--- src/design/sfip_pkg.sv ---
package sfip_pkg;

   localparam int COORD_WIDTH = 16;
   localparam int FIFO_DEPTH_DEF = 4;

   // derived widths
   localparam int W  = COORD_WIDTH;
   localparam int RW = W + 1;          // coordinate differences
   localparam int PW = 2 * RW;         // one product of two differences
   localparam int CW = 2 * W + 4;      // cross and dot product sums
   localparam int DW = 2 * W + 2;      // divisor magnitude
   localparam int NW = W + DW + 2;     // numerator
   localparam int AW = W + DW;         // numerator magnitude

   typedef logic signed [W-1:0]  coord_type;
   typedef logic signed [RW-1:0] diff_type;
   typedef logic signed [PW-1:0] prod_type;
   typedef logic signed [CW-1:0] sum_type;
   typedef logic        [DW-1:0] div_type;
   typedef logic signed [NW-1:0] num_type;

   typedef enum logic [1:0] {
      KIND_NONE    = 2'd0,
      KIND_CROSS   = 2'd1,
      KIND_OVERLAP = 2'd2
   } hit_kind_type;

   typedef struct packed {
      coord_type a_start_x;
      coord_type a_start_y;
      coord_type a_end_x;
      coord_type a_end_y;
      coord_type b_start_x;
      coord_type b_start_y;
      coord_type b_end_x;
      coord_type b_end_y;
   } req_type;

   typedef struct packed {
      logic         hit;
      hit_kind_type hit_kind;
      coord_type    point_x;
      coord_type    point_y;
   } rsp_type;

   // one classified item: point = num / div on each axis
   typedef struct packed {
      hit_kind_type kind;
      num_type      num_x;
      num_type      num_y;
      div_type      div;
   } work_type;

endpackage

--- src/design/sfip_fifo.sv ---
module sfip_fifo #(
   parameter int DEPTH = sfip_pkg::FIFO_DEPTH_DEF
) (
   input  logic               clock,
   input  logic               reset,
   input  logic               push,
   input  sfip_pkg::work_type push_data,
   input  logic               pop,
   output sfip_pkg::work_type pop_data,
   output logic               full,
   output logic               empty
);
   import sfip_pkg::*;

   localparam int PTR_W = $clog2(DEPTH);
   localparam int CNT_W = $clog2(DEPTH + 1);

   work_type           mem_ff [DEPTH];
   logic [PTR_W-1:0]   wr_ptr_ff, wr_ptr_in;
   logic [PTR_W-1:0]   rd_ptr_ff, rd_ptr_in;
   logic [CNT_W-1:0]   count_ff, count_in;

   assign full     = (count_ff == CNT_W'(DEPTH));
   assign empty    = (count_ff == '0);
   assign pop_data = mem_ff[rd_ptr_ff];

   assign wr_ptr_in = (wr_ptr_ff == PTR_W'(DEPTH - 1)) ? '0 : wr_ptr_ff + 1'b1;
   assign rd_ptr_in = (rd_ptr_ff == PTR_W'(DEPTH - 1)) ? '0 : rd_ptr_ff + 1'b1;

   always_comb begin
      count_in = count_ff;
      if (push && !pop) begin
         count_in = count_ff + 1'b1;
      end else if (pop && !push) begin
         count_in = count_ff - 1'b1;
      end
   end

   always_ff @(posedge clock) begin
      if (reset) begin
         wr_ptr_ff <= '0;
         rd_ptr_ff <= '0;
         count_ff  <= '0;
      end else begin
         if (push) begin
            wr_ptr_ff <= wr_ptr_in;
         end
         if (pop) begin
            rd_ptr_ff <= rd_ptr_in;
         end
         count_ff <= count_in;
      end
   end

   always_ff @(posedge clock) begin
      if (push) begin
         mem_ff[wr_ptr_ff] <= push_data;
      end
   end

endmodule

--- config.mk ---
export PLATFORM = sky130hd
export DESIGN_NAME = sfip_fifo
export DESIGN_NICKNAME = d
export VERILOG_FILES = /design/src/design/sfip_pkg.sv /design/src/design/sfip_fifo.sv
export SDC_FILE = /design/constraint.sdc
export NUM_CORES = 1
export LEC_CHECK = 0
export BUFFER_PORTS_ARGS = -buffer_cell sky130_fd_sc_hd__buf_4
export CAP_MARGIN = 30
export CORE_MARGIN = 2
export CORE_UTILIZATION = 30
export CTS_CLUSTER_DIAMETER = 200
export DETAILED_ROUTE_END_ITERATION = 7
export GPL_ROUTABILITY_DRIVEN = 0
export SYNTH_ARGS = -nofsm -noshare
export SYNTH_HDL_FRONTEND = slang
export SYNTH_SLANG_ARGS = --single-unit
--- constraint.sdc ---
create_clock -name clock -period 5.88 [get_ports clock]
set_input_delay 0.294 -clock clock [delete_from_list [all_inputs] [get_ports clock]]
set_output_delay 0.294 -clock clock [all_outputs]
set_load 0.05 [all_outputs]
==> results of run 1 <==
## metrics by stage
step	util	setup slack (ns)	total power [mW]
after global placement	0.348	3.16	6.04
after global routing	0.399	2.36	10.2
final	0.399	2.66	9.84
after floorplan	-	1.62	5.63
after detailed placement	0.348	3.18	6.06
after CTS	0.399	2.49	9.99
## worst max path at each step
| stage | from | depth (start not counted) | to |
|---|---|---|---|
| floorplan | wr_ptr_ff[0] | 3 | mem_ff[0][0] |
| global placement | flop | 3 | pop_data[37] |
| detailed placement | flop | 3 | pop_data[37] |
| CTS | flop | 3 | pop_data[20] |
| global route | flop | 3 | pop_data[90] |
| finish | flop | 3 | pop_data[96] |
## state kept, by name (all words and copies together), names as in the netlist, named ones only
name and count:
count_ff 3, mem_ff 560, rd_ptr_ff 2, wr_ptr_ff 2
## power by group through the flow
| stage | clock, mW | combinational, mW | sequential [mW] |
|---|---|---|---|
| finish | 3.80 | 1.33 | 4.71 |
| detailed placement | 0 | 1.26 | 4.80 |
| global route | 4.06 | 1.40 | 4.73 |
| global placement | 0 | 1.25 | 4.79 |
| floorplan | 0 | 0.846 | 4.79 |
| CTS | 3.93 | 1.35 | 4.71 |
## cell usage after synthesis
| cell type | instances |
|---|---|
| sky130_fd_sc_hd__inv_1 | 4 |
| sky130_fd_sc_hd__mux4_2 | 140 |
| sky130_fd_sc_hd__mux2i_1 | 4 |
| sky130_fd_sc_hd__dfxtp_1 | 9 |
| sky130_fd_sc_hd__and2_1 | 4 |
| sky130_fd_sc_hd__o21ai_0 | 1 |
| sky130_fd_sc_hd__a21oi_1 | 2 |
| sky130_fd_sc_hd__nor3b_1 | 2 |
| sky130_fd_sc_hd__nor3_1 | 1 |
| sky130_fd_sc_hd__clkbuf_1 | 5 |
| sky130_fd_sc_hd__or3_1 | 1 |
| sky130_fd_sc_hd__buf_6 | 11 |
| sky130_fd_sc_hd__edfxtp_1 | 560 |
| sky130_fd_sc_hd__nor2_1 | 7 |
| sky130_fd_sc_hd__buf_2 | 16 |
| sky130_fd_sc_hd__fa_1 | 1 |
| sky130_fd_sc_hd__xor2_1 | 2 |
| sky130_fd_sc_hd__ha_1 | 6 |
## layout make-up
| type | count | area (µm²) |
|---|---|---|
| inverter | 4 | 15.0 |
| tap | 882 | 1100 |
| multi-input combinational | 171 | 3410 |
| sequential | 569 | 17000 |
| clock buffer | 80 | 1680 |
| timing repair buffer | 435 | 3700 |
| antenna | 1 | 2.50 |
| fill | 6030 | 41100 |
| clock inverter | 34 | 332 |
## metal layers
metal  vias to the layer above  global-route usage  share of wire
met5                         -                   0        0.00078
met2                       255               0.202           0.49
li1                       4307                   -              -
met4                         8              0.0387          0.023
met3                        80              0.0383          0.070
met1                      5150               0.155           0.42
## cell families (layout without fill, tap and decap cells)
logic type      after synthesis  count (layout)  synth area share
xor+xnor                      2               2          0.000849
fa+ha+maj                     7               7           0.00461
compound gates                3               3          0.000728
other cells                   0               1                 0
mux                         144             144             0.155
simple gates                 15              15           0.00376
flops                       569             569             0.824
buf+inv                      36             553            0.0115
## what timing repair did
item                                    CTS  global route
hold buffers                            143             0
endpoints found under the setup margin    0             0
hold endpoints to repair                569             0
==> impl_metrics.yaml, run 1 <==
cells_and_area:
  layout-area-overhead-vs-synth_pct: 32.0
  most-common-layout-cells: "sky130_fd_sc_hd__edfxtp_1, sky130_fd_sc_hd__buf_4, sky130_fd_sc_hd__dlygate4sd3_1"
  fin_area_mm2: 0.0272
  stdcell_count: 2176
  layout.nets: 1393
  final_layout_size_suffix_gt1_frac: 0.408
  commonest_non_fill_non_tap_cell_in_the_layout: "sky130_fd_sc_hd__edfxtp_1"
cts:
  worstSkewPairLatency_ns: 0.61
  numClockSinks: 569
  clkTransAtPathRegs_ns: 0.06
  cts_buffers: 61
  cts-htree-levels: 2
  post-cts-setup-buffers: 0
  post_cts_resize_count: 0
  tritoncts: "done"
  buffers_from_clock_root_to_sink_at_most: 3
  clockRootBuffer: "sky130_fd_sc_hd__clkbuf_16"
routing:
  vias: 9800
  route.detailed.wl_per_inst_um: 20.1
  route.antenna.remaining_nets: 0
  detail_route.vias_per_cell: 4.50
  detail_route.iter0.violations: 610
  dr_pass1_iterations: 7
  detail_route.drc_violations: 0
  final_wl_um: 43800
setup_path:
  cp_max_fo: 38
  ff2ff_path_depth: 3
  r2r_setup_slack_ns: 3.70
  worstReg2RegStart: "wr_ptr_ff[0]"
  crit_path_start_kind: "flop"
  worst_r2r_endpoint: "mem_ff[3][123]"
  worst_path_top_cell_family_by_delay: "buffers and inverters"
  timing.setup.critical_path_class: "flop to output pin"
  end_kind: "output pin"
  path_cells: "buf_4 -> mux4_2 -> buf_4"
  critPathRequiredTime_ns: 5.59
  crit_path_max_incr_delay_ns: 0.75
  timing.critical_path.buf_inv: 2
  cp.arrival_ns: 2.93
  cpMostUsedCell: "sky130_fd_sc_hd__buf_4"
  cell_with_the_largest_stage_delay_on_the_worst_path: "sky130_fd_sc_hd__buf_4"
global_route:
  grt_pass1_vias: 10970
  grt_first_pass_wirelength_um: 65600
  global_route.overflow_total: 0
  grt_start_max_net_pins: 115
  groute.usage.overall: 0.123
  grt_antenna_before_repair: 5
power_and_ir_drop:
  cellInternalPower_mw: 7.41
  switchingPower_mw: 2.43
  vdd_ir_drop_max_uv: 247
  p_seq_frac: 0.479
  power_leakage_nw: 9.13
  power_frac_clock: 0.386
  sw_frac_of_total: 0.247
  cellPowerDensity_mw_per_mm2: 361
  combinationalPowerShare: 0.135
logic_synthesis:
  synth_register_bits: 569
  synth_cell_types: 18
  syn-cell-area_mm2: 0.0206
  yosys-top-cells-area: "sky130_fd_sc_hd__edfxtp_1, sky130_fd_sc_hd__mux4_2, sky130_fd_sc_hd__dfxtp_1, sky130_fd_sc_hd__buf_6, sky130_fd_sc_hd__buf_2"
  syn_area_per_cell_um2: 26.6
  post_synthesis_sequential_area_ratio: 0.824
  post-synth-top-area-fraction: 0.815
  syn_nets: 927
  synth_cells: 776
  synth_top_cell_by_area: "sky130_fd_sc_hd__edfxtp_1"
  yosysWarningCount: 0
sta:
  timing.fmax_mhz: 310
  final.period_utilization: 0.548
  slew_violations: 0
  tns_ns: 0
  clock-skew-final_ns: 0.0166
  worst_hold_slack_ns: 0.424
  maxSlewHeadroom: 0.455
  rsz0062_at_grt: "no"
  setup_viol_count_final: 0
  final-hold-violation-count: 0
  final.min_clock_period_ns: 3.22
  max_slew.worst_pin.slew_ns: 0.818
floorplan:
  core_area_mm2: 0.0683
  num_rows: 96
  die_y_um: 266
  ios: 286
  initial_core_util: 0.302
  design.die.area_mm2: 0.0709
  dieWidth_um: 266
place:
  placedCellCount: 1918
  dpl-instance-area_mm2: 0.0238
  hpwlAfterDp_um: 23600
  number_of_buffer_cells_added_on_primary_ports: 285
min_path:
  timing.hold.worst_path_depth: 2
  hp-start: "push_data[54]"
  holdCritPathClass: "input pin to flop"
  hold_path_end: "mem_ff[1][54]"
flow_run:
  cap_violations: 0
run_status:
  run_status: "finished clean"
No activity file was read; power rests on OpenSTA's default activity.
==> run 2: changes to the inputs <==
- ABC_AREA: unset -> 1
- clock period: 5.88 -> 3 ns (I/O delays scaled with it)
==> run 2 against run 1 <==
Non-clock buffer count up 32. Setup slack worse by 2.2 ns. Area after synthesis grew 2.7%. Routed wire length rose by 17%. Power up 99%. Highest routed layer unchanged. Cell count rose by 30%. Utilization is essentially flat.
==> impl_metrics.yaml, run 2 <==
run_status:
  run_status: "finished clean"
place:
  hpwlAfterDp_um: 29000
  number_of_buffer_cells_added_on_primary_ports: 285
  place_ws_ns: 1.05
  dpl-instance-area_mm2: 0.0245
routing:
  final_wl_um: 51400
  route.detailed.wl_per_inst_um: 18.1
  detail_route.drc_violations: 0
  detail_route.iter0.violations: 768
  detail_route.vias_per_cell: 4.70
  route.antenna.remaining_nets: 0
  dr_pass1_iterations: 5
  vias: 13332
cells_and_area:
  reg.largest.list: "mem_ff: 560 flops, count_ff: 3 flops"
  layout.nets: 2000
  final_layout_size_suffix_gt1_frac: 0.225
  largest-register: "mem_ff"
  commonest_non_fill_non_tap_cell_in_the_layout: "sky130_fd_sc_hd__edfxtp_1"
  fin_area_mm2: 0.0279
  largest_register_ff_count: 560
  utilization: 0.398
  layout-area-overhead-vs-synth_pct: 31.7
  most-common-layout-cells: "sky130_fd_sc_hd__edfxtp_1, sky130_fd_sc_hd__buf_4, sky130_fd_sc_hd__nor2_1"
setup_path:
  timing.setup.critical_path_class: "flop to output pin"
  critPathRequiredTime_ns: 2.85
  crit_path_start_kind: "flop"
  cp.arrival_ns: 2.38
  end_kind: "output pin"
  cp_max_fo: 146
sta:
  final.period_utilization: 0.843
  fin_ws_ns: 0.472
  maxSlewHeadroom: 0.492
  max_slew.worst_pin.slew_ns: 0.762
  setup_viol_count_final: 0
  rsz0062_at_grt: "no"
  slew_violations: 0
  final.min_clock_period_ns: 2.53
  clock-skew-final_ns: 0.0200
  timing.fmax_mhz: 396
  tns_ns: 0
  final-hold-violation-count: 0
cts:
  post-cts-setup-buffers: 0
  post_cts_resize_count: 0
  cts-htree-levels: 2
  cts_buffers: 59
  numClockSinks: 569
  tritoncts: "done"
  clkTransAtPathRegs_ns: 0.06
  clockRootBuffer: "sky130_fd_sc_hd__clkbuf_16"
  holdBufCountCts: 144
  buffers_from_clock_root_to_sink_at_most: 3
  worstSkewPairLatency_ns: 0.60
power_and_ir_drop:
  cellPowerDensity_mw_per_mm2: 703
  power_leakage_nw: 9.67
  vdd_ir_drop_max_uv: 534
  finalPower_mw: 19.6
floorplan:
  initial_core_util: 0.303
  design.die.area_mm2: 0.0728
  die_y_um: 270
  dieWidth_um: 270
  ios: 286
  num_rows: 97
  core_area_mm2: 0.0700
logic_synthesis:
  synth_top_cell_by_area: "sky130_fd_sc_hd__edfxtp_1"
  syn_nets: 1563
  syn-cell-area_mm2: 0.0212
  yosysWarningCount: 0
  yosysMostFrequentCell: "sky130_fd_sc_hd__edfxtp_1"
  synth_register_bits: 569
  synth_ff_type: "sky130_fd_sc_hd__edfxtp_1"
  top_cell_types_by_occurrence_after_synthesis: "sky130_fd_sc_hd__edfxtp_1, sky130_fd_sc_hd__nor2_1, sky130_fd_sc_hd__o21ai_0, sky130_fd_sc_hd__o22ai_1, sky130_fd_sc_hd__o21ai_1"
  synth_cell_types: 22
  yosys-top-cells-area: "sky130_fd_sc_hd__edfxtp_1, sky130_fd_sc_hd__o21ai_0, sky130_fd_sc_hd__nor2_1, sky130_fd_sc_hd__o22ai_1, sky130_fd_sc_hd__o21ai_1"
  syn_area_per_cell_um2: 15.0
  synth_cells: 1412
  synth_edf_count: 560
  post_synthesis_sequential_area_ratio: 0.802
  synth_async_sr_flop_share: 0
  post-synth-top-area-fraction: 0.794
global_route:
  grt_first_pass_wirelength_um: 78400
  grt_pass1_vias: 13510
  global_route.overflow_total: 0
  grt_antenna_before_repair: 6
  grt_start_max_net_pins: 147
  groute.usage.overall: 0.137
flow_run:
  cap_violations: 0
min_path:
  holdCritPathClass: "input pin to flop"
[run 2: changes by cell type after synthesis, sizes merged, moves of 8 or more]
cell,delta
o21ai,+282
clkbuf,+29
o22ai,+140
nand2,+8
inv,+12
mux4,-140
buf,+30
nor2,+281
[run 2: critical path: stages (launching register included)]
cell and delay (ns):
sky130_fd_sc_hd__dfxtp_4 0.41, sky130_fd_sc_hd__buf_12 0.38, sky130_fd_sc_hd__o21ai_0 0.19, sky130_fd_sc_hd__o22ai_1 0.30, sky130_fd_sc_hd__buf_4 0.26
[run 2: final timing paths]
| check | endpoint | from | slack (ns) | depth (start not counted) |
|---|---|---|---|---|
| worst max-delay path | pop_data[88] | flop | 0.47 | 4 |
| worst min-delay path | mem_ff[1][15] | push_data[15] | 0.29 | 2 |
| worst max register to register | mem_ff[1][60] | wr_ptr_ff[1] | 1.03 | 5 |
| worst min register to register | wr_ptr_ff[1] | wr_ptr_ff[1] | 0.50 | 2 |
[run 2: per-stage QoR]
stage | instances | hold slack (ns)
2_1_floorplan | 1412 | 0.215
3_3_place_gp | 2584 | 0.345
3_5_place_dp | 2584 | 0.346
4_1_cts | 2833 | 0.235
5_1_grt | 2836 | 0.263
6_report | 2837 | 0.286
[run 2: per-layer routing]
| layer | GRT usage | wire, µm |
|---|---|---|
| met5 | 0 | 42 |
| met4 | 0.0401 | 1170 |
| met3 | 0.0350 | 3130 |
| met2 | 0.228 | 24800 |
| met1 | 0.177 | 22300 |
[run 2: kinds of logic after synthesis]
group | after synthesis | share of synthesized area
flip-flops | 569 | 0.802
XOR/XNOR | 1 | 0.000413
AND/OR/NAND/NOR | 302 | 0.0539
buffers and inverters | 107 | 0.0301
adder cells (fa/ha/maj) | 7 | 0.00449
AO/OA/AOI/OAI | 426 | 0.109
[run 2: layout make-up]
cell class	count	area (µm²)
Antenna cell	4	10.0
Clock buffer	69	1560
Clock inverter	36	412
Fill cell	6395	42100
Inverter	16	85.1
Multi-Input combinational cell	736	3570
Sequential cell	569	17000
Tap cell	940	1180
Timing Repair Buffer	467	4090
[run 2: where the power goes]
| group | switching (mW) | internal [mW] |
|---|---|---|
| Sequential | 0.0777 | 9.09 |
| Clock | 2.97 | 4.46 |
| Combinational | 2.11 | 0.925 |
| Total | 5.15 | 14.5 |
